$ cat src/sv/rpsf_pkg.sv
`timescale 1ns / 1ps

package rpsf_pkg;

	// Field widths
	localparam int unsigned ADDR_W  = 40;
	localparam int unsigned WORD_W  = 32;
	localparam int unsigned TIME_W  = 32;
	localparam int unsigned TMO_W   = 16;
	localparam int unsigned COUNT_W = 8;
	localparam int unsigned LEN_W   = 6;
	localparam int unsigned CMD_W   = 8;
	localparam int unsigned PHASE_W = 3;
	localparam int unsigned CFG_IDX_W = 3;

	// Packet command codes and lengths
	localparam logic [CMD_W-1:0] CMD_REQUEST_CODE  = 8'd1;
	localparam logic [CMD_W-1:0] CMD_RESPONSE_CODE = 8'd2;
	localparam logic [CMD_W-1:0] CMD_PING_CODE     = 8'd3;
	localparam logic [CMD_W-1:0] CMD_PONG_CODE     = 8'd4;
	localparam logic [LEN_W-1:0] RESPONSE_LENGTH   = 6'd6;
	localparam logic [LEN_W-1:0] VERIFY_LENGTH     = 6'd8;

	// Kinds of packet sent
	localparam logic KIND_REQUEST = 1'b0;
	localparam logic KIND_PONG    = 1'b1;

	// Register reset values
	localparam logic [ADDR_W-1:0]  DEFAULT_ADDRESS_RST = 40'd733295205870;
	localparam logic [WORD_W-1:0]  DEVICE_ID_RST       = 32'd272914040;
	localparam logic [WORD_W-1:0]  HOST_MAGIC_RST      = 32'd0;
	localparam logic [WORD_W-1:0]  SLAVE_MAGIC_RST     = 32'd0;
	localparam logic [COUNT_W-1:0] VERIFY_TARGET_RST   = 8'd5;
	localparam logic [TMO_W-1:0]   RESPONSE_TMO_RST    = 16'd100;
	localparam logic [TMO_W-1:0]   VERIFY_TMO_RST      = 16'd5000;
	localparam logic [TMO_W-1:0]   SILENT_DONE_RST     = 16'd3000;

	localparam logic [COUNT_W-1:0] COUNT_MAX = {COUNT_W{1'b1}};

	// Pairing phases, encoded as reported on the result channel
	typedef enum logic [PHASE_W-1:0] {
		PH_IDLE   = 3'd0,
		PH_SEND   = 3'd1,
		PH_WAIT   = 3'd2,
		PH_VERIFY = 3'd3,
		PH_DONE   = 3'd4
	} phase_t;

	// Configuration register indexes
	typedef enum logic [CFG_IDX_W-1:0] {
		REG_DEFAULT_ADDRESS = 3'd0,
		REG_DEVICE_ID       = 3'd1,
		REG_HOST_MAGIC      = 3'd2,
		REG_SLAVE_MAGIC     = 3'd3,
		REG_VERIFY_TARGET   = 3'd4,
		REG_RESPONSE_TMO    = 3'd5,
		REG_VERIFY_TMO      = 3'd6,
		REG_SILENT_DONE     = 3'd7
	} cfg_reg_t;

endpackage

$ cat src/sv/rpsf_poll_if.sv
`timescale 1ns / 1ps

// One poll beat: enable level, time stamp and an optional received packet.
interface rpsf_poll_if;
	logic                              valid;
	logic                              ready;
	logic                              enable;
	logic [rpsf_pkg::TIME_W-1:0]       now_ms;
	logic                              rx_valid;
	logic [rpsf_pkg::LEN_W-1:0]        rx_length;
	logic [rpsf_pkg::CMD_W-1:0]        rx_command;
	logic [rpsf_pkg::WORD_W-1:0]       rx_magic;
	logic [rpsf_pkg::ADDR_W-1:0]       rx_granted_address;

	modport source (
		output valid, enable, now_ms, rx_valid, rx_length, rx_command, rx_magic,
		       rx_granted_address,
		input  ready
	);

	modport sink (
		input  valid, enable, now_ms, rx_valid, rx_length, rx_command, rx_magic,
		       rx_granted_address,
		output ready
	);
endinterface

$ cat src/sv/rpsf_result_if.sv
`timescale 1ns / 1ps

// One result beat per poll.
interface rpsf_result_if;
	logic                              valid;
	logic                              ready;
	logic                              send_valid;
	logic                              send_kind;
	logic [rpsf_pkg::WORD_W-1:0]       send_word;
	logic [rpsf_pkg::ADDR_W-1:0]       send_address;
	logic [rpsf_pkg::ADDR_W-1:0]       link_address;
	logic                              rx_flush;
	logic [rpsf_pkg::PHASE_W-1:0]      phase;
	logic [rpsf_pkg::COUNT_W-1:0]      verify_count;
	logic                              finish;

	modport source (
		output valid, send_valid, send_kind, send_word, send_address, link_address,
		       rx_flush, phase, verify_count, finish,
		input  ready
	);

	modport sink (
		input  valid, send_valid, send_kind, send_word, send_address, link_address,
		       rx_flush, phase, verify_count, finish,
		output ready
	);
endinterface

$ cat src/sv/radio_pairing_slave_fsm_top.sv
`timescale 1ns / 1ps

// Slave side of a radio pairing exchange, advanced by one poll per beat.
// The poll channel carries the enable level, the millisecond time and an
// optional received packet; the result channel returns exactly one beat per
// poll: the packet to send (request or pong), the link address, the receive
// flush strobe, the phase, the ping count and the finish flag.
// Configuration is a plain write port (cfg_we, cfg_index, cfg_data) that the
// user must use only while no poll is in flight; the block does not enforce it.
// A poll is captured in an input register and evaluated against the pairing
// state once the result register is free or being emptied; the outcome is
// registered in the result register, which offers its beat. One poll is
// accepted every cycle while the receiver keeps up; the state update is a few
// 32-bit subtracts and compares, all combinational between the two registers.
// When the receiver stalls, the result register holds its beat and the input
// register keeps one more poll; poll.ready drops only when both are full.
// Reset (arst_n low) clears the pairing state to idle, restores all
// configuration registers to their defaults and sets the link address to
// the default pairing address. No clearing pass is needed.
module radio_pairing_slave_fsm_top (
	input  logic                                 clk,
	input  logic                                 arst_n,
	input  logic                                 cfg_we,
	input  logic [rpsf_pkg::CFG_IDX_W-1:0]       cfg_index,
	input  logic [rpsf_pkg::ADDR_W-1:0]          cfg_data,
	rpsf_poll_if.sink                            poll,
	rpsf_result_if.source                        result
);

	// Configuration registers
	logic [rpsf_pkg::ADDR_W-1:0]  default_address_q;
	logic [rpsf_pkg::WORD_W-1:0]  device_id_q;
	logic [rpsf_pkg::WORD_W-1:0]  host_magic_q;
	logic [rpsf_pkg::WORD_W-1:0]  slave_magic_q;
	logic [rpsf_pkg::COUNT_W-1:0] verify_target_q;
	logic [rpsf_pkg::TMO_W-1:0]   response_tmo_q;
	logic [rpsf_pkg::TMO_W-1:0]   verify_tmo_q;
	logic [rpsf_pkg::TMO_W-1:0]   silent_done_q;

	// Pairing state
	rpsf_pkg::phase_t             phase_q;
	logic                         enable_prev_q;
	logic [rpsf_pkg::TIME_W-1:0]  wait_start_q;
	logic [rpsf_pkg::TIME_W-1:0]  last_ping_q;
	logic [rpsf_pkg::COUNT_W-1:0] ping_count_q;
	logic                         goal_q;
	logic [rpsf_pkg::ADDR_W-1:0]  granted_q;
	logic [rpsf_pkg::ADDR_W-1:0]  current_q;

	// Input stage
	logic                         valid_s1;
	logic                         enable_s1;
	logic [rpsf_pkg::TIME_W-1:0]  now_s1;
	logic                         rx_valid_s1;
	logic [rpsf_pkg::LEN_W-1:0]   rx_length_s1;
	logic [rpsf_pkg::CMD_W-1:0]   rx_command_s1;
	logic [rpsf_pkg::WORD_W-1:0]  rx_magic_s1;
	logic [rpsf_pkg::ADDR_W-1:0]  rx_addr_s1;

	// Result stage
	logic                         valid_s2;
	logic                         send_valid_s2;
	logic                         send_kind_s2;
	logic [rpsf_pkg::WORD_W-1:0]  send_word_s2;
	logic [rpsf_pkg::ADDR_W-1:0]  send_address_s2;
	logic [rpsf_pkg::ADDR_W-1:0]  link_address_s2;
	logic                         rx_flush_s2;
	logic [rpsf_pkg::PHASE_W-1:0] phase_s2;
	logic [rpsf_pkg::COUNT_W-1:0] count_s2;
	logic                         finish_s2;

	// Evaluation signals
	logic                         fire;
	logic                         rise;
	rpsf_pkg::phase_t             phase_e;
	rpsf_pkg::phase_t             phase_d;
	logic [rpsf_pkg::TIME_W-1:0]  wait_e;
	logic [rpsf_pkg::TIME_W-1:0]  last_e;
	logic [rpsf_pkg::COUNT_W-1:0] count_e;
	logic                         goal_e;
	logic [rpsf_pkg::ADDR_W-1:0]  granted_e;
	logic [rpsf_pkg::ADDR_W-1:0]  current_e;
	logic [rpsf_pkg::TIME_W-1:0]  wait_d;
	logic [rpsf_pkg::TIME_W-1:0]  last_d;
	logic [rpsf_pkg::COUNT_W-1:0] count_d;
	logic                         goal_d;
	logic [rpsf_pkg::ADDR_W-1:0]  granted_d;
	logic [rpsf_pkg::ADDR_W-1:0]  current_d;
	logic [rpsf_pkg::COUNT_W-1:0] count_inc;
	logic [rpsf_pkg::TIME_W-1:0]  since_wait;
	logic [rpsf_pkg::TIME_W-1:0]  since_ping;
	logic                         resp_ok;
	logic                         ping_ok;
	logic                         resp_tmo;
	logic                         verify_tmo;
	logic                         silent_tmo;
	logic                         send_valid_d;
	logic                         send_kind_d;
	logic [rpsf_pkg::WORD_W-1:0]  send_word_d;
	logic [rpsf_pkg::ADDR_W-1:0]  send_address_d;
	logic                         rx_flush_d;
	logic                         finish_d;

	// Handshake: evaluate when the result register is free or being emptied.
	assign fire       = valid_s1 && (!valid_s2 || result.ready);
	assign poll.ready = !valid_s1 || fire;

	// Configuration writes
	always_ff @(posedge clk or negedge arst_n) begin
		if (!arst_n) begin
			default_address_q <= rpsf_pkg::DEFAULT_ADDRESS_RST;
			device_id_q       <= rpsf_pkg::DEVICE_ID_RST;
			host_magic_q      <= rpsf_pkg::HOST_MAGIC_RST;
			slave_magic_q     <= rpsf_pkg::SLAVE_MAGIC_RST;
			verify_target_q   <= rpsf_pkg::VERIFY_TARGET_RST;
			response_tmo_q    <= rpsf_pkg::RESPONSE_TMO_RST;
			verify_tmo_q      <= rpsf_pkg::VERIFY_TMO_RST;
			silent_done_q     <= rpsf_pkg::SILENT_DONE_RST;
		end else if (cfg_we) begin
			unique case (rpsf_pkg::cfg_reg_t'(cfg_index))
				rpsf_pkg::REG_DEFAULT_ADDRESS: default_address_q <= cfg_data;
				rpsf_pkg::REG_DEVICE_ID:     device_id_q   <= cfg_data[rpsf_pkg::WORD_W-1:0];
				rpsf_pkg::REG_HOST_MAGIC:    host_magic_q  <= cfg_data[rpsf_pkg::WORD_W-1:0];
				rpsf_pkg::REG_SLAVE_MAGIC:   slave_magic_q <= cfg_data[rpsf_pkg::WORD_W-1:0];
				rpsf_pkg::REG_VERIFY_TARGET:
					verify_target_q <= cfg_data[rpsf_pkg::COUNT_W-1:0];
				rpsf_pkg::REG_RESPONSE_TMO:  response_tmo_q <= cfg_data[rpsf_pkg::TMO_W-1:0];
				rpsf_pkg::REG_VERIFY_TMO:    verify_tmo_q   <= cfg_data[rpsf_pkg::TMO_W-1:0];
				rpsf_pkg::REG_SILENT_DONE:   silent_done_q  <= cfg_data[rpsf_pkg::TMO_W-1:0];
				default: ;
			endcase
		end
	end

	// Input register
	always_ff @(posedge clk or negedge arst_n) begin
		if (!arst_n) begin
			valid_s1 <= 1'b0;
		end else if (poll.ready) begin
			valid_s1 <= poll.valid;
		end
	end

	always_ff @(posedge clk) begin
		if (poll.valid && poll.ready) begin
			enable_s1     <= poll.enable;
			now_s1        <= poll.now_ms;
			rx_valid_s1   <= poll.rx_valid;
			rx_length_s1  <= poll.rx_length;
			rx_command_s1 <= poll.rx_command;
			rx_magic_s1   <= poll.rx_magic;
			rx_addr_s1    <= poll.rx_granted_address;
		end
	end

	// A rising edge of enable clears the session before the phase is run.
	assign rise      = enable_s1 && !enable_prev_q;
	assign phase_e   = rise ? rpsf_pkg::PH_IDLE : phase_q;
	assign wait_e    = rise ? '0 : wait_start_q;
	assign last_e    = rise ? '0 : last_ping_q;
	assign count_e   = rise ? '0 : ping_count_q;
	assign goal_e    = rise ? 1'b0 : goal_q;
	assign granted_e = rise ? '0 : granted_q;
	assign current_e = rise ? default_address_q : current_q;

	// Packet checks and wrapping time compares
	assign resp_ok = rx_valid_s1 && (rx_length_s1 == rpsf_pkg::RESPONSE_LENGTH)
		&& (rx_command_s1 == rpsf_pkg::CMD_RESPONSE_CODE);
	assign ping_ok = rx_valid_s1 && (rx_length_s1 == rpsf_pkg::VERIFY_LENGTH)
		&& (rx_command_s1 == rpsf_pkg::CMD_PING_CODE) && (rx_magic_s1 == host_magic_q);
	assign since_wait = now_s1 - wait_e;
	assign since_ping = now_s1 - last_e;
	assign resp_tmo   = since_wait > {{(rpsf_pkg::TIME_W-rpsf_pkg::TMO_W){1'b0}}, response_tmo_q};
	assign verify_tmo = since_wait > {{(rpsf_pkg::TIME_W-rpsf_pkg::TMO_W){1'b0}}, verify_tmo_q};
	assign silent_tmo = since_ping > {{(rpsf_pkg::TIME_W-rpsf_pkg::TMO_W){1'b0}}, silent_done_q};
	assign count_inc  = (count_e != rpsf_pkg::COUNT_MAX) ? count_e + 1'b1 : count_e;

	// Next phase. A valid ping restarts both timers, so it never times out.
	always_comb begin
		phase_d = phase_e;
		if (!enable_s1) begin
			phase_d = rpsf_pkg::PH_IDLE;
		end else begin
			unique case (phase_e)
				rpsf_pkg::PH_IDLE: phase_d = rpsf_pkg::PH_SEND;
				rpsf_pkg::PH_SEND: phase_d = rpsf_pkg::PH_WAIT;
				rpsf_pkg::PH_WAIT: begin
					if (resp_ok)
						phase_d = rpsf_pkg::PH_VERIFY;
					else if (resp_tmo)
						phase_d = rpsf_pkg::PH_SEND;
				end
				rpsf_pkg::PH_VERIFY: begin
					if (!ping_ok) begin
						if (goal_e) begin
							if (silent_tmo)
								phase_d = rpsf_pkg::PH_DONE;
						end else if (verify_tmo) begin
							phase_d = rpsf_pkg::PH_SEND;
						end
					end
				end
				rpsf_pkg::PH_DONE: phase_d = rpsf_pkg::PH_DONE;
				default: phase_d = rpsf_pkg::PH_IDLE;
			endcase
		end
	end

	// Session registers and result fields for this poll
	always_comb begin
		wait_d         = wait_e;
		last_d         = last_e;
		count_d        = count_e;
		goal_d         = goal_e;
		granted_d      = granted_e;
		current_d      = current_e;
		send_valid_d   = 1'b0;
		send_kind_d    = rpsf_pkg::KIND_REQUEST;
		send_word_d    = '0;
		send_address_d = '0;
		rx_flush_d     = 1'b0;
		finish_d       = 1'b0;
		if (enable_s1) begin
			unique case (phase_e)
				rpsf_pkg::PH_SEND: begin
					current_d      = default_address_q;
					send_valid_d   = 1'b1;
					send_word_d    = device_id_q;
					send_address_d = default_address_q;
					wait_d         = now_s1;
				end
				rpsf_pkg::PH_WAIT: begin
					if (resp_ok) begin
						granted_d  = rx_addr_s1;
						current_d  = rx_addr_s1;
						rx_flush_d = 1'b1;
						count_d    = '0;
						wait_d     = now_s1;
					end
				end
				rpsf_pkg::PH_VERIFY: begin
					if (ping_ok) begin
						wait_d         = now_s1;
						last_d         = now_s1;
						send_valid_d   = 1'b1;
						send_kind_d    = rpsf_pkg::KIND_PONG;
						send_word_d    = slave_magic_q;
						send_address_d = granted_e;
						count_d        = count_inc;
						goal_d         = goal_e || (count_inc >= verify_target_q);
					end
				end
				rpsf_pkg::PH_DONE: finish_d = 1'b1;
				default: ;
			endcase
		end
	end

	// Pairing state update, once per evaluated poll
	always_ff @(posedge clk or negedge arst_n) begin
		if (!arst_n) begin
			phase_q       <= rpsf_pkg::PH_IDLE;
			enable_prev_q <= 1'b0;
			wait_start_q  <= '0;
			last_ping_q   <= '0;
			ping_count_q  <= '0;
			goal_q        <= 1'b0;
			granted_q     <= '0;
			current_q     <= rpsf_pkg::DEFAULT_ADDRESS_RST;
		end else if (fire) begin
			phase_q       <= phase_d;
			enable_prev_q <= enable_s1;
			wait_start_q  <= wait_d;
			last_ping_q   <= last_d;
			ping_count_q  <= count_d;
			goal_q        <= goal_d;
			granted_q     <= granted_d;
			current_q     <= current_d;
		end
	end

	// Result register
	always_ff @(posedge clk or negedge arst_n) begin
		if (!arst_n) begin
			valid_s2 <= 1'b0;
		end else if (fire) begin
			valid_s2 <= 1'b1;
		end else if (result.ready) begin
			valid_s2 <= 1'b0;
		end
	end

	always_ff @(posedge clk) begin
		if (fire) begin
			send_valid_s2   <= send_valid_d;
			send_kind_s2    <= send_kind_d;
			send_word_s2    <= send_word_d;
			send_address_s2 <= send_address_d;
			link_address_s2 <= current_d;
			rx_flush_s2     <= rx_flush_d;
			phase_s2        <= phase_d;
			count_s2        <= count_d;
			finish_s2       <= finish_d;
		end
	end

	assign result.valid        = valid_s2;
	assign result.send_valid   = send_valid_s2;
	assign result.send_kind    = send_kind_s2;
	assign result.send_word    = send_word_s2;
	assign result.send_address = send_address_s2;
	assign result.link_address = link_address_s2;
	assign result.rx_flush     = rx_flush_s2;
	assign result.phase        = phase_s2;
	assign result.verify_count = count_s2;
	assign result.finish       = finish_s2;

	// Finish is only reported from the done phase.
	a_finish_done: assert property (@(posedge clk) disable iff (!arst_n)
		result.valid && result.finish |-> result.phase == rpsf_pkg::PH_DONE)
		else $error("finish outside done phase");

	// An address switch enters verify with a fresh count.
	a_flush_verify: assert property (@(posedge clk) disable iff (!arst_n)
		result.valid && result.rx_flush |->
		result.phase == rpsf_pkg::PH_VERIFY && result.verify_count == '0)
		else $error("receive flush without entry to verify");

	// A pong goes to the granted address, which is the link address in verify.
	a_pong_link: assert property (@(posedge clk) disable iff (!arst_n)
		result.valid && result.send_valid && result.send_kind == rpsf_pkg::KIND_PONG |->
		result.phase == rpsf_pkg::PH_VERIFY && result.send_address == result.link_address)
		else $error("pong outside verify or off the link address");

	// A request goes out on the link address and leads to the wait phase.
	a_request_wait: assert property (@(posedge clk) disable iff (!arst_n)
		result.valid && result.send_valid && result.send_kind == rpsf_pkg::KIND_REQUEST |->
		result.phase == rpsf_pkg::PH_WAIT && result.send_address == result.link_address)
		else $error("request not followed by wait phase");

endmodule

$ cat src/flat_wrapper.sv
// flat-port wrapper written by rule: the top's interface ports become plain ports
module radio_pairing_slave_fsm_top_flat 
  (clk, arst_n, cfg_we, cfg_index, cfg_data, poll_valid, poll_enable, poll_now_ms, poll_rx_valid, poll_rx_length, poll_rx_command, poll_rx_magic, poll_rx_granted_address, poll_ready, result_valid, result_send_valid, result_send_kind, result_send_word, result_send_address, result_link_address, result_rx_flush, result_phase, result_verify_count, result_finish, result_ready);
  rpsf_poll_if poll_i ();
  rpsf_result_if result_i ();
  input  logic clk;
  input  logic arst_n;
  input  logic cfg_we;
  input  logic [rpsf_pkg::CFG_IDX_W-1:0] cfg_index;
  input  logic [rpsf_pkg::ADDR_W-1:0] cfg_data;
  input wire logic [$bits(poll_i.valid)-1:0] poll_valid;
  input wire logic [$bits(poll_i.enable)-1:0] poll_enable;
  input wire logic [$bits(poll_i.now_ms)-1:0] poll_now_ms;
  input wire logic [$bits(poll_i.rx_valid)-1:0] poll_rx_valid;
  input wire logic [$bits(poll_i.rx_length)-1:0] poll_rx_length;
  input wire logic [$bits(poll_i.rx_command)-1:0] poll_rx_command;
  input wire logic [$bits(poll_i.rx_magic)-1:0] poll_rx_magic;
  input wire logic [$bits(poll_i.rx_granted_address)-1:0] poll_rx_granted_address;
  output wire logic [$bits(poll_i.ready)-1:0] poll_ready;
  output wire logic [$bits(result_i.valid)-1:0] result_valid;
  output wire logic [$bits(result_i.send_valid)-1:0] result_send_valid;
  output wire logic [$bits(result_i.send_kind)-1:0] result_send_kind;
  output wire logic [$bits(result_i.send_word)-1:0] result_send_word;
  output wire logic [$bits(result_i.send_address)-1:0] result_send_address;
  output wire logic [$bits(result_i.link_address)-1:0] result_link_address;
  output wire logic [$bits(result_i.rx_flush)-1:0] result_rx_flush;
  output wire logic [$bits(result_i.phase)-1:0] result_phase;
  output wire logic [$bits(result_i.verify_count)-1:0] result_verify_count;
  output wire logic [$bits(result_i.finish)-1:0] result_finish;
  input wire logic [$bits(result_i.ready)-1:0] result_ready;
  assign poll_i.valid = poll_valid;
  assign poll_i.enable = poll_enable;
  assign poll_i.now_ms = poll_now_ms;
  assign poll_i.rx_valid = poll_rx_valid;
  assign poll_i.rx_length = poll_rx_length;
  assign poll_i.rx_command = poll_rx_command;
  assign poll_i.rx_magic = poll_rx_magic;
  assign poll_i.rx_granted_address = poll_rx_granted_address;
  assign poll_ready = poll_i.ready;
  assign result_valid = result_i.valid;
  assign result_send_valid = result_i.send_valid;
  assign result_send_kind = result_i.send_kind;
  assign result_send_word = result_i.send_word;
  assign result_send_address = result_i.send_address;
  assign result_link_address = result_i.link_address;
  assign result_rx_flush = result_i.rx_flush;
  assign result_phase = result_i.phase;
  assign result_verify_count = result_i.verify_count;
  assign result_finish = result_i.finish;
  assign result_i.ready = result_ready;
  radio_pairing_slave_fsm_top u_core (.clk(clk), .arst_n(arst_n), .cfg_we(cfg_we), .cfg_index(cfg_index), .cfg_data(cfg_data), .poll(poll_i), .result(result_i));
endmodule
$ cat config.mk
export PLATFORM = sky130hd
export DESIGN_NAME = radio_pairing_slave_fsm_top_flat
export DESIGN_NICKNAME = d
export VERILOG_FILES = /design/src/sv/rpsf_pkg.sv /design/src/sv/rpsf_poll_if.sv /design/src/sv/rpsf_result_if.sv /design/src/sv/radio_pairing_slave_fsm_top.sv /design/src/flat_wrapper.sv
export SDC_FILE = /design/constraint.sdc
export NUM_CORES = 1
export LEC_CHECK = 0
export CAP_MARGIN = 20
export CORE_MARGIN = 1.5
export CORE_UTILIZATION = 50
export CTS_CLUSTER_DIAMETER = 100
export CTS_CLUSTER_SIZE = 30
export DETAILED_ROUTE_END_ITERATION = 16
export DONT_BUFFER_PORTS = 1
export MAX_ROUTING_LAYER = met4
export SYNTH_ARGS = -nofsm -noshare
export SYNTH_HDL_FRONTEND = slang
export SYNTH_SLANG_ARGS = --single-unit
$ cat constraint.sdc
create_clock -name clk -period 15.9 [get_ports clk]
set_clock_uncertainty 0.15 [all_clocks]
set_input_delay 1.59 -clock clk [delete_from_list [all_inputs] [get_ports clk]]
set_output_delay 1.59 -clock clk [all_outputs]
set_load 0.1 [all_outputs]
# Word-level counts from Yosys, hierarchy flattened

Index checks and enable logic that the tools add are counted.

Word-level logic and storage cells: 131
Latch bits: 0
Memories kept: 0
Bits in read-only memories: 0
Memory bits (writable): 0
Register bits after elaboration: 598

Mux-type cells: 46
Shifts and indexed selects: 0
Div/mod/pow operators: 0
Order comparisons: 4
Bitwise operators: 0
Equal/unequal tests: 17
Reduce and logical (&&, ||, !) cells: 27
$mul: 0
$add $sub $neg: 3

Operator list:

| kind                                                             | count |
|---|---|
| 40-bit two-way mux                                               | 8 |
| 32-bit two-way mux                                               | 9 |
| 40-bit one-hot mux with 2 select lines                           | 2 |
| 32-bit by 16-bit > comparator with 1-bit output                  | 3 |
| 32-bit one-hot mux with 3 select lines                           | 1 |
| 32-bit one-hot mux with 2 select lines                           | 1 |
| 32-bit subtractor                                                | 2 |
| 8-bit two-way mux                                                | 5 |
| 32-bit == test                                                   | 1 |
| 3-bit two-way mux                                                | 8 |
| 2-bit AND reduction                                              | 10 |
| 8-bit by 2-bit == test with 1-bit output (second input constant) | 2 |
| 8-bit one-hot mux with 2 select lines                            | 1 |
| 3-bit == test (second input constant)                            | 5 |
| 3-bit one-hot mux with 5 select lines                            | 1 |
| 3-bit by 2-bit == test with 1-bit output (second input constant) | 4 |
| 1-bit two-way mux                                                | 9 |
| 8-bit by 1-bit adder with 8-bit output (second input constant)   | 1 |
| 8-bit greater-or-equal comparator                                | 1 |
| 1-bit logical AND                                                | 8 |
| 8-bit inequality test (second input constant)                    | 1 |
| 3-bit by 1-bit == test with 1-bit output (second input constant) | 2 |
| 6-bit by 3-bit == test with 1-bit output (second input constant) | 1 |
| 6-bit by 4-bit == test with 1-bit output (second input constant) | 1 |
| other kinds (5)                                                  | 10 |

# Depth between registers and ports, before layout

Gate-level depths: netlist of run 1.

Word-level depth: 10
Mapped depth: 27
Depth with buffers taken out: 22

# Worst setup path before layout of run 1

Ideal clock, no wire load.

Path kind: in2reg
Start: in result_ready
End: reg u_core.finish_s2, in the netlist u_core.result.finish, enable pin
Arrival: 5881 ps
Required time: 15209 ps
Path slack: 9328 ps
Stages on the path: 5
Library setup time: 541 ps
Buffers on the path: 2
Path through: nand2b_1 -> nand2_1 -> inv_1 -> clkbuf_1 -> clkbuf_1

Cells in the longest elaborated chain, start to end: 2

RTL lines:

| what                   | RTL line                           | source |
|---|---|---|
| start: declaration     | flat_wrapper.sv:30                 | `input wire logic [$bits(result_i.ready)-1:0] result_ready;` |
| 1-bit logical OR       | radio_pairing_slave_fsm_top.sv:105 | `assign fire = valid_s1 && (!valid_s2 \|\| result.ready);` |
| 1-bit logical AND      | radio_pairing_slave_fsm_top.sv:105 |  |
| net u_core.fire        | radio_pairing_slave_fsm_top.sv:73  | `logic fire;` |
| end signal: assignment | radio_pairing_slave_fsm_top.sv:303 | `finish_s2 <= finish_d;` |
| end: declaration       | radio_pairing_slave_fsm_top.sv:70  | `logic finish_s2;` |

The timed path passes the listed nets, and every way through them passes these cells.
A chain may end at the register's enable or synchronous reset.

# Worst setup path after layout of run 1

Start: reg u_core.enable_prev_q
End: reg u_core.phase_q[0]

Cells in the longest elaborated chain, start to end: 10
Elaborated cells between the ends (all ways): 24
Those cells by class: add/sub (2); order compare (3); eq/ne (4); mux (12); reduce/logical (3)

RTL lines:

| what                                                               | RTL line                                                               | source |
|---|---|---|
| start: declaration                                                 | radio_pairing_slave_fsm_top.sv:42                                      | `logic enable_prev_q;` |
| start signal: assignment                                           | radio_pairing_slave_fsm_top.sv:272                                     | `enable_prev_q <= enable_s1;` |
| 1-bit logical NOT (*)                                              | radio_pairing_slave_fsm_top.sv:157                                     | `assign rise = enable_s1 && !enable_prev_q;` |
| 1-bit logical AND (*)                                              | radio_pairing_slave_fsm_top.sv:157                                     |  |
| 32-bit two-way mux (on tied branches)                              | radio_pairing_slave_fsm_top.sv:159, radio_pairing_slave_fsm_top.sv:160 |  |
| 32-bit subtractor (on tied branches)                               | radio_pairing_slave_fsm_top.sv:171, radio_pairing_slave_fsm_top.sv:172 |  |
| 32-bit by 16-bit > comparator with 1-bit output (on tied branches) | radio_pairing_slave_fsm_top.sv:174, radio_pairing_slave_fsm_top.sv:175 |  |
| 3-bit two-way mux (on tied branches)                               | radio_pairing_slave_fsm_top.sv:198, radio_pairing_slave_fsm_top.sv:196 |  |
| 3-bit two-way mux                                                  | radio_pairing_slave_fsm_top.sv:195                                     | `if (goal_e) begin` |
| 3-bit two-way mux                                                  | radio_pairing_slave_fsm_top.sv:194                                     | `if (!ping_ok) begin` |
| 3-bit one-hot mux with 5 select lines (*)                          | radio_pairing_slave_fsm_top.sv:184                                     | `unique case (phase_e)` |
| 3-bit two-way mux (*)                                              | radio_pairing_slave_fsm_top.sv:181                                     | `if (!enable_s1) begin` |
| end signal: assignment                                             | radio_pairing_slave_fsm_top.sv:262                                     | `phase_q <= rpsf_pkg::PH_IDLE;` |
| end signal: assignment                                             | radio_pairing_slave_fsm_top.sv:271                                     | `phase_q <= phase_d;` |
| end: declaration                                                   | radio_pairing_slave_fsm_top.sv:41                                      | `rpsf_pkg::phase_t phase_q;` |

Mark *: on every way between the ends. The rest lies on a longest branch, timed or not.

==> flow_metrics.tcl, run 1 <==
set metrics [dict create \
    crit_required_ns 16.29 \
    cts_tree "done" \
    route.detailed.drc 0 \
    postCtsSetupBuffers 0 \
    htreeDepth 1 \
    setup_viol 0 \
    clk_pin_slew_ns 0.11 \
    vdd_ir_drop_max_v 0.000117 \
    power_mw 4.32 \
    cts.sinks 598 \
    postRouteAntennaNets 0 \
    areaGrowthSynthToFinish_pct 5.65 \
    post-route-min-period_ns 5.96 \
    cp_data_arrival_time_ns 6.35 \
    postSynthCellCount 2552 \
    startpoint_type "flop" \
    num_rows 88 \
    die_w_um 245 \
    antenna_found_initial 17 \
    grt_first_pass_wirelength_um 128000 \
    maxSlewHeadroom_pct 17.3 \
    post_drt_wl_per_cell_um 26.1 \
    synthArstFlopShare_pct 58.7 \
    grt_usage_pct 29.0 \
    numCtsBuffers 28 \
    synthTopCellsByArea "edfxtp_1 (25%), dfrtp_1 (23%), mux2_2 (7.2%), dfstp_2 (7.2%), ha_1 (5.2%)" \
    hold_path_class "flop to flop" \
    yosys.area.top_type "edfxtp_1" \
    worst_hold_slack_ns 0.316 \
    post_drt_via_cell_ratio 6.20 \
    synth_flop_cell "dfrtp_1" \
    max_freq_mhz 168 \
    vias 20300 \
    syn_area_um2 29300 \
    final.period_utilization_pct 37.5 \
    syn_avg_cell_area_um2 11.5 \
    drtIter0Drc 1793 \
    slew_viol_final 0 \
    p_per_area_nw_per_um2 140 \
    hold_violations 0 \
    grt_pass1_vias 20100 \
    setup_tns_ns 0 \
    grt_max_degree 352 \
    globalplace.congestion 0.903 \
    wl_um 85500 \
    grt-ovfl-total 0 \
    drive_above_1_share_pct 15.1 \
    critPathCaptureType "flop" \
    nets 2766 \
    io_buffers 0 \
    maxCapViolCount 0 \
    critPathKind "flop to flop" \
    layout_common_cells "nand2_1 (301), dfrtp_1 (271), edfxtp_1 (247)" \
    leakage_nw 12.3 \
    boundaryPins 297 \
    synth_edf_count 247 \
    synth_seq_cells 598 \
    synthesis.nets 2845 \
    cts-resized-gates 0 \
    dp_hpwl_um 59900 \
    dr.pass1.iters 6 \
    ctsHoldBuffers 0 \
    core_area_um2 57800 \
    rsz0062_at_grt "false" \
    final_common_cell "nand2_1" \
    tightest_slew_ns 1.24 \
    path_max_fanout 56 \
    yosysUniqueCellTypes 90 \
    start_util_pct 50.7 \
    clkLatencyLatePin_ns 0.64 \
    synth_seq_area_share_pct 55.6 \
    yosysWarnings 0 \
    die_area_um2 60100 \
    die_y_um 245 \
    status "finished clean" \
    root_buffer "clkbuf_16" \
    clockBufferDepth 3 \
    synth_top_area_share_pct 25.3 \
]
[worst paths after layout]
check	from	end	slack (ns)	cells past startpoint
worst max-delay path	u_core.enable_prev_q$_DFFE_PN0P_	u_core.phase_q[0]$_DFFE_PN0P_	9.94	20
worst min-delay path	u_core.current_q[1]$_DFFE_PN1P_	u_core.current_q[1]$_DFFE_PN1P_	0.32	2
worst max register to register	u_core.enable_prev_q$_DFFE_PN0P_	u_core.phase_q[0]$_DFFE_PN0P_	9.94	20
worst min register to register	u_core.current_q[1]$_DFFE_PN1P_	u_core.current_q[1]$_DFFE_PN1P_	0.32	2
max in group asynchronous	arst_n	u_core.silent_done_q[13]$_DFFE_PN0P_	14.10	0
min in group asynchronous	arst_n	u_core.last_ping_q[29]$_DFFE_PN0P_	0.50	0
[layer usage]
layer	vias up	wire, um	part of all wire (%)	track usage, %
met1	10300	38300	45	40.1
met5	-	0	0	-
li1	9207	-	-	-
met2	683	38900	45	43.6
met4	0	1810	2.1	7.06
met3	93	6550	7.7	6.31
[critical path: stages, from the launching register on]
cell	delay, ns
dfrtp_1	0.51
nand2b_4	0.66
nand2_1	0.22
ha_1	0.38
a21oi_1	0.26
nand2b_1	0.11
o211ai_1	0.42
nand2_1	0.18
xor2_1	0.27
ha_1	0.31
nand4_1	0.18
nor3_1	0.10
a21boi_0	0.13
nor4_1	0.30
a41o_1	0.30
nand4_1	0.15
nor4_2	0.52
nand4_1	0.16
o21a_1	0.15
and2_0	0.13
o211ai_1	0.19
[per-stage QoR]
stage,area [um2],cells,utilization (%),setup slack [ns]
floorplan,29300,2552,-,9.33
global placement,30000,3205,51.8,10.20
detailed placement,30000,3206,51.8,10.04
CTS,30900,3258,53.5,9.99
global route,31000,3272,53.6,9.54
finish,31000,3272,53.6,9.94
[cell usage after synthesis (14+ instances only)]
cell and n:
a22o_1 87, nor2_1 170, clkbuf_1 87, a222oi_1 18
edfxtp_1 247, mux2_2 188, nand2b_1 23, a21oi_1 119
dfstp_2 80, o21ai_0 86, xor2_1 29, o21a_1 19
inv_1 100, mux2i_1 28, nor3_1 26, buf_2 38
xnor2_1 49, o22ai_1 27, nand3_1 25, a21o_1 34
o211ai_1 18, o21ai_1 35, a211oi_1 14, nand4_1 48
nand2_1 303, ha_1 123, dfrtp_1 271, a22oi_1 99
[kinds of logic (layout without fill, tap and decap cells)]
group / after synthesis / in the layout / share of synthesized area [%]
other: 0 / 12 / 0
and+or+nand+nor: 680 / 680 / 10.8
AOI/OAI and AO/OA: 619 / 619 / 14.4
xor gates and xnor gates: 78 / 78 / 2.33
buffers and inverters: 236 / 179 / 3.31
adders and majority gates: 125 / 125 / 5.38
muxes: 216 / 216 / 8.17
DFF: 598 / 598 / 55.6
[registers in the layout, summed over array words and instances (netlist names), 40 cells and up]
| signal | flops |
|---|---|
| u_core.current_q | 40 |
| u_core.result.send_address | 40 |
| u_core.result.link_address | 40 |
| u_core.default_address_q | 40 |
| u_core.rx_addr_s1 | 40 |
| u_core.granted_q | 40 |
[report_power, final]
| part | switching (mW) | internal [mW] | total, mW | leakage (nW) |
|---|---|---|---|---|
| Sequential | 0.431 | 1.91 | 2.34 | 6.68 |
| Combinational | 0.643 | 0.450 | 1.09 | 5.21 |
| Clock | 0.539 | 0.356 | 0.895 | 0.451 |
| Total | 1.61 | 2.71 | 4.32 | 12.3 |
[final cells by class]
cell class | instances | area [um2]
Clock inverter | 13 | 201
Timing Repair Buffer | 26 | 226
Fill cell | 5045 | 26800
Clock buffer | 39 | 742
Antenna cell | 12 | 30.0
Sequential cell | 598 | 16300
Inverter | 101 | 387
Tap cell | 765 | 957
Multi-Input combinational cell | 1718 | 12100
Power figures use the tool's default switching activity.
==> inputs of run 2 (changes only) <==
==> constraint.sdc (replaced) <==
create_clock -name clk -period 5.76 [get_ports clk]
set_clock_uncertainty 0.15 [all_clocks]
set_input_delay 0.576 -clock clk [delete_from_list [all_inputs] [get_ports clk]]
set_output_delay 0.576 -clock clk [all_outputs]
set_load 0.1 [all_outputs]
==> flow_metrics.tcl, run 2 (same netlist as run 1, synthesis figures left out) <==
set metrics [dict create \
    antenna_found_initial 11 \
    hold_path_class "input pin to async pin" \
    clockBufferDepth 3 \
    postRouteAntennaNets 0 \
    route.detailed.drc 0 \
    drtIter0Drc 1865 \
    grt-ovfl-total 0 \
    grt_max_degree 352 \
    met2WireLength_um 40200 \
    p_per_area_nw_per_um2 371 \
    maxCapViolCount 0 \
    num_rows 88 \
    postPlaceCellArea_um2 30100 \
    grt_first_pass_wirelength_um 133000 \
    power_mw 12.1 \
    status "finished with violations" \
    root_buffer "clkbuf_16" \
    clk_pin_slew_ns 0.12 \
    final_area_um2 32800 \
    drive_above_1_share_pct 14.8 \
    leakage_nw 13.1 \
    numCtsBuffers 28 \
    die_w_um 245 \
    r2r_cells 23 \
    dr_wl_met3_um 5340 \
    r2r-start "u_core.enable_prev_q$_DFFE_PN0P_" \
    final_common_cell "nand2_1" \
    layout.cells.non_filler 3447 \
    setup_viol 0 \
    placed_cells 3221 \
    hold_violations 271 \
    wl_met1_um 41000 \
    crit_required_ns 6.12 \
    highest_layer "met4" \
    grt_pass1_vias 20700 \
    max_freq_mhz 188 \
    io_buffers 0 \
    post-route-min-period_ns 5.31 \
    dr.pass1.iters 7 \
    areaGrowthSynthToFinish_pct 11.7 \
    globalplace.congestion 0.905 \
    post_drt_wl_per_cell_um 25.5 \
    setup_tns_ns 0 \
    startpoint_type "flop" \
    ctsHoldBuffers 161 \
    timing.rr.end "u_core.result.phase[0]$_DFFE_PP_" \
    maxSlewHeadroom_pct 10.0 \
    core_area_um2 57800 \
    layout_common_cells "nand2_1 (301), dfrtp_1 (271), edfxtp_1 (247)" \
    cts.sinks 598 \
    cts_tree "done" \
    wl_um 87800 \
    cp_data_arrival_time_ns 5.67 \
    rsz0062_at_grt "false" \
    critPathCaptureType "flop" \
    boundaryPins 297 \
    grt_usage_pct 29.8 \
    vdd_ir_drop_max_v 0.000305 \
    fill_cells 4899 \
    path_max_fanout 12 \
    clkLatencyLatePin_ns 0.63 \
    vias 21100 \
    slew_viol_final 0 \
    cts-resized-gates 0 \
    critPathKind "flop to flop" \
    reg2reg_slack_ns 0.45 \
    die_y_um 245 \
    final.period_utilization_pct 92.2 \
    start_util_pct 50.7 \
    worst_hold_slack_ns -0.467 \
    die_area_um2 60100 \
    violations "hold timing" \
    dp_hpwl_um 60400 \
    tightest_slew_ns 1.35 \
    htreeDepth 1 \
    nets 2945 \
    post_drt_via_cell_ratio 6.14 \
]
-- run 2: worst max-delay path by stage --
stage | from | end | slack, ns | depth (start not counted)
CTS | u_core.enable_prev_q$_DFFE_PN0P_ | u_core.phase_q[0]$_DFFE_PN0P_ | 0.37 | 23
floorplan | u_core.result.valid$_DFFE_PN0P_ | u_core.enable_s1$_DFFE_PP_ | 0.50 | 2
finish | u_core.enable_prev_q$_DFFE_PN0P_ | u_core.result.phase[0]$_DFFE_PP_ | 0.45 | 23
detailed placement | u_core.enable_prev_q$_DFFE_PN0P_ | u_core.phase_q[0]$_DFFE_PN0P_ | 0.42 | 23
global route | u_core.enable_prev_q$_DFFE_PN0P_ | u_core.phase_q[0]$_DFFE_PN0P_ | 0.02 | 22
global placement | u_core.enable_prev_q$_DFFE_PN0P_ | u_core.result.phase[0]$_DFFE_PP_ | 0.60 | 23
-- run 2: where the power goes --
group | internal (mW) | switching (mW)
clock network | 1.01 | 1.49
registers | 5.26 | 1.19
logic | 1.33 | 1.85
-- run 2: worst max-delay path, cell delays in order (launching register included) --
cell and delay, ns:
dfrtp_1 0.49, nand2b_4 0.27, and2_1 0.21, ha_1 0.21, fa_1 0.41, nand2b_1 0.18, a21oi_1 0.15, buf_4 0.16
o21a_1 0.15, nor3_1 0.07, xnor2_1 0.29, ha_1 0.32, nand4_1 0.16, nor3_1 0.09, a21boi_0 0.12, nor4_1 0.29
a41o_1 0.26, nand4_1 0.14, nor4_2 0.30, buf_4 0.19, nand4_1 0.11, o21a_1 0.17, o21ai_1 0.14, o21ba_1 0.13
-- run 2: repair_timing --
action | in CTS | in global routing
setup buffers | 0 | 5
setup endpoints to repair | 0 | 2
hold endpoints to repair | 664 | 336
-- run 2: metal layers --
layer	up-vias	GRT usage (%)
li1	9553	-
met1	10800	43.9
met2	753	44.9
met3	76	3.88
met4	0	4.74
met5	-	-
-- run 2: area by class of cell --
cell class | count | area, um2 | share of cell area, %
clock buffers | 41 | 769 | 2.35
well taps | 765 | 957 | 2.92
clock inverters | 11 | 204 | 0.623
repair buffers | 205 | 1980 | 6.05
inverters | 101 | 387 | 1.18
multi-input cells | 1718 | 12100 | 37.0
diodes | 8 | 20.0 | 0.0611
flip-flops and latches | 598 | 16300 | 49.8
-- run 2: stage by stage --
step | setup WS [ns] | util [%]
floorplan | 0.500 | -
global placement | 0.602 | 52.0
detailed placement | 0.425 | 52.1
CTS | 0.372 | 56.6
global route | 0.0177 | 56.7
finish | 0.450 | 56.7
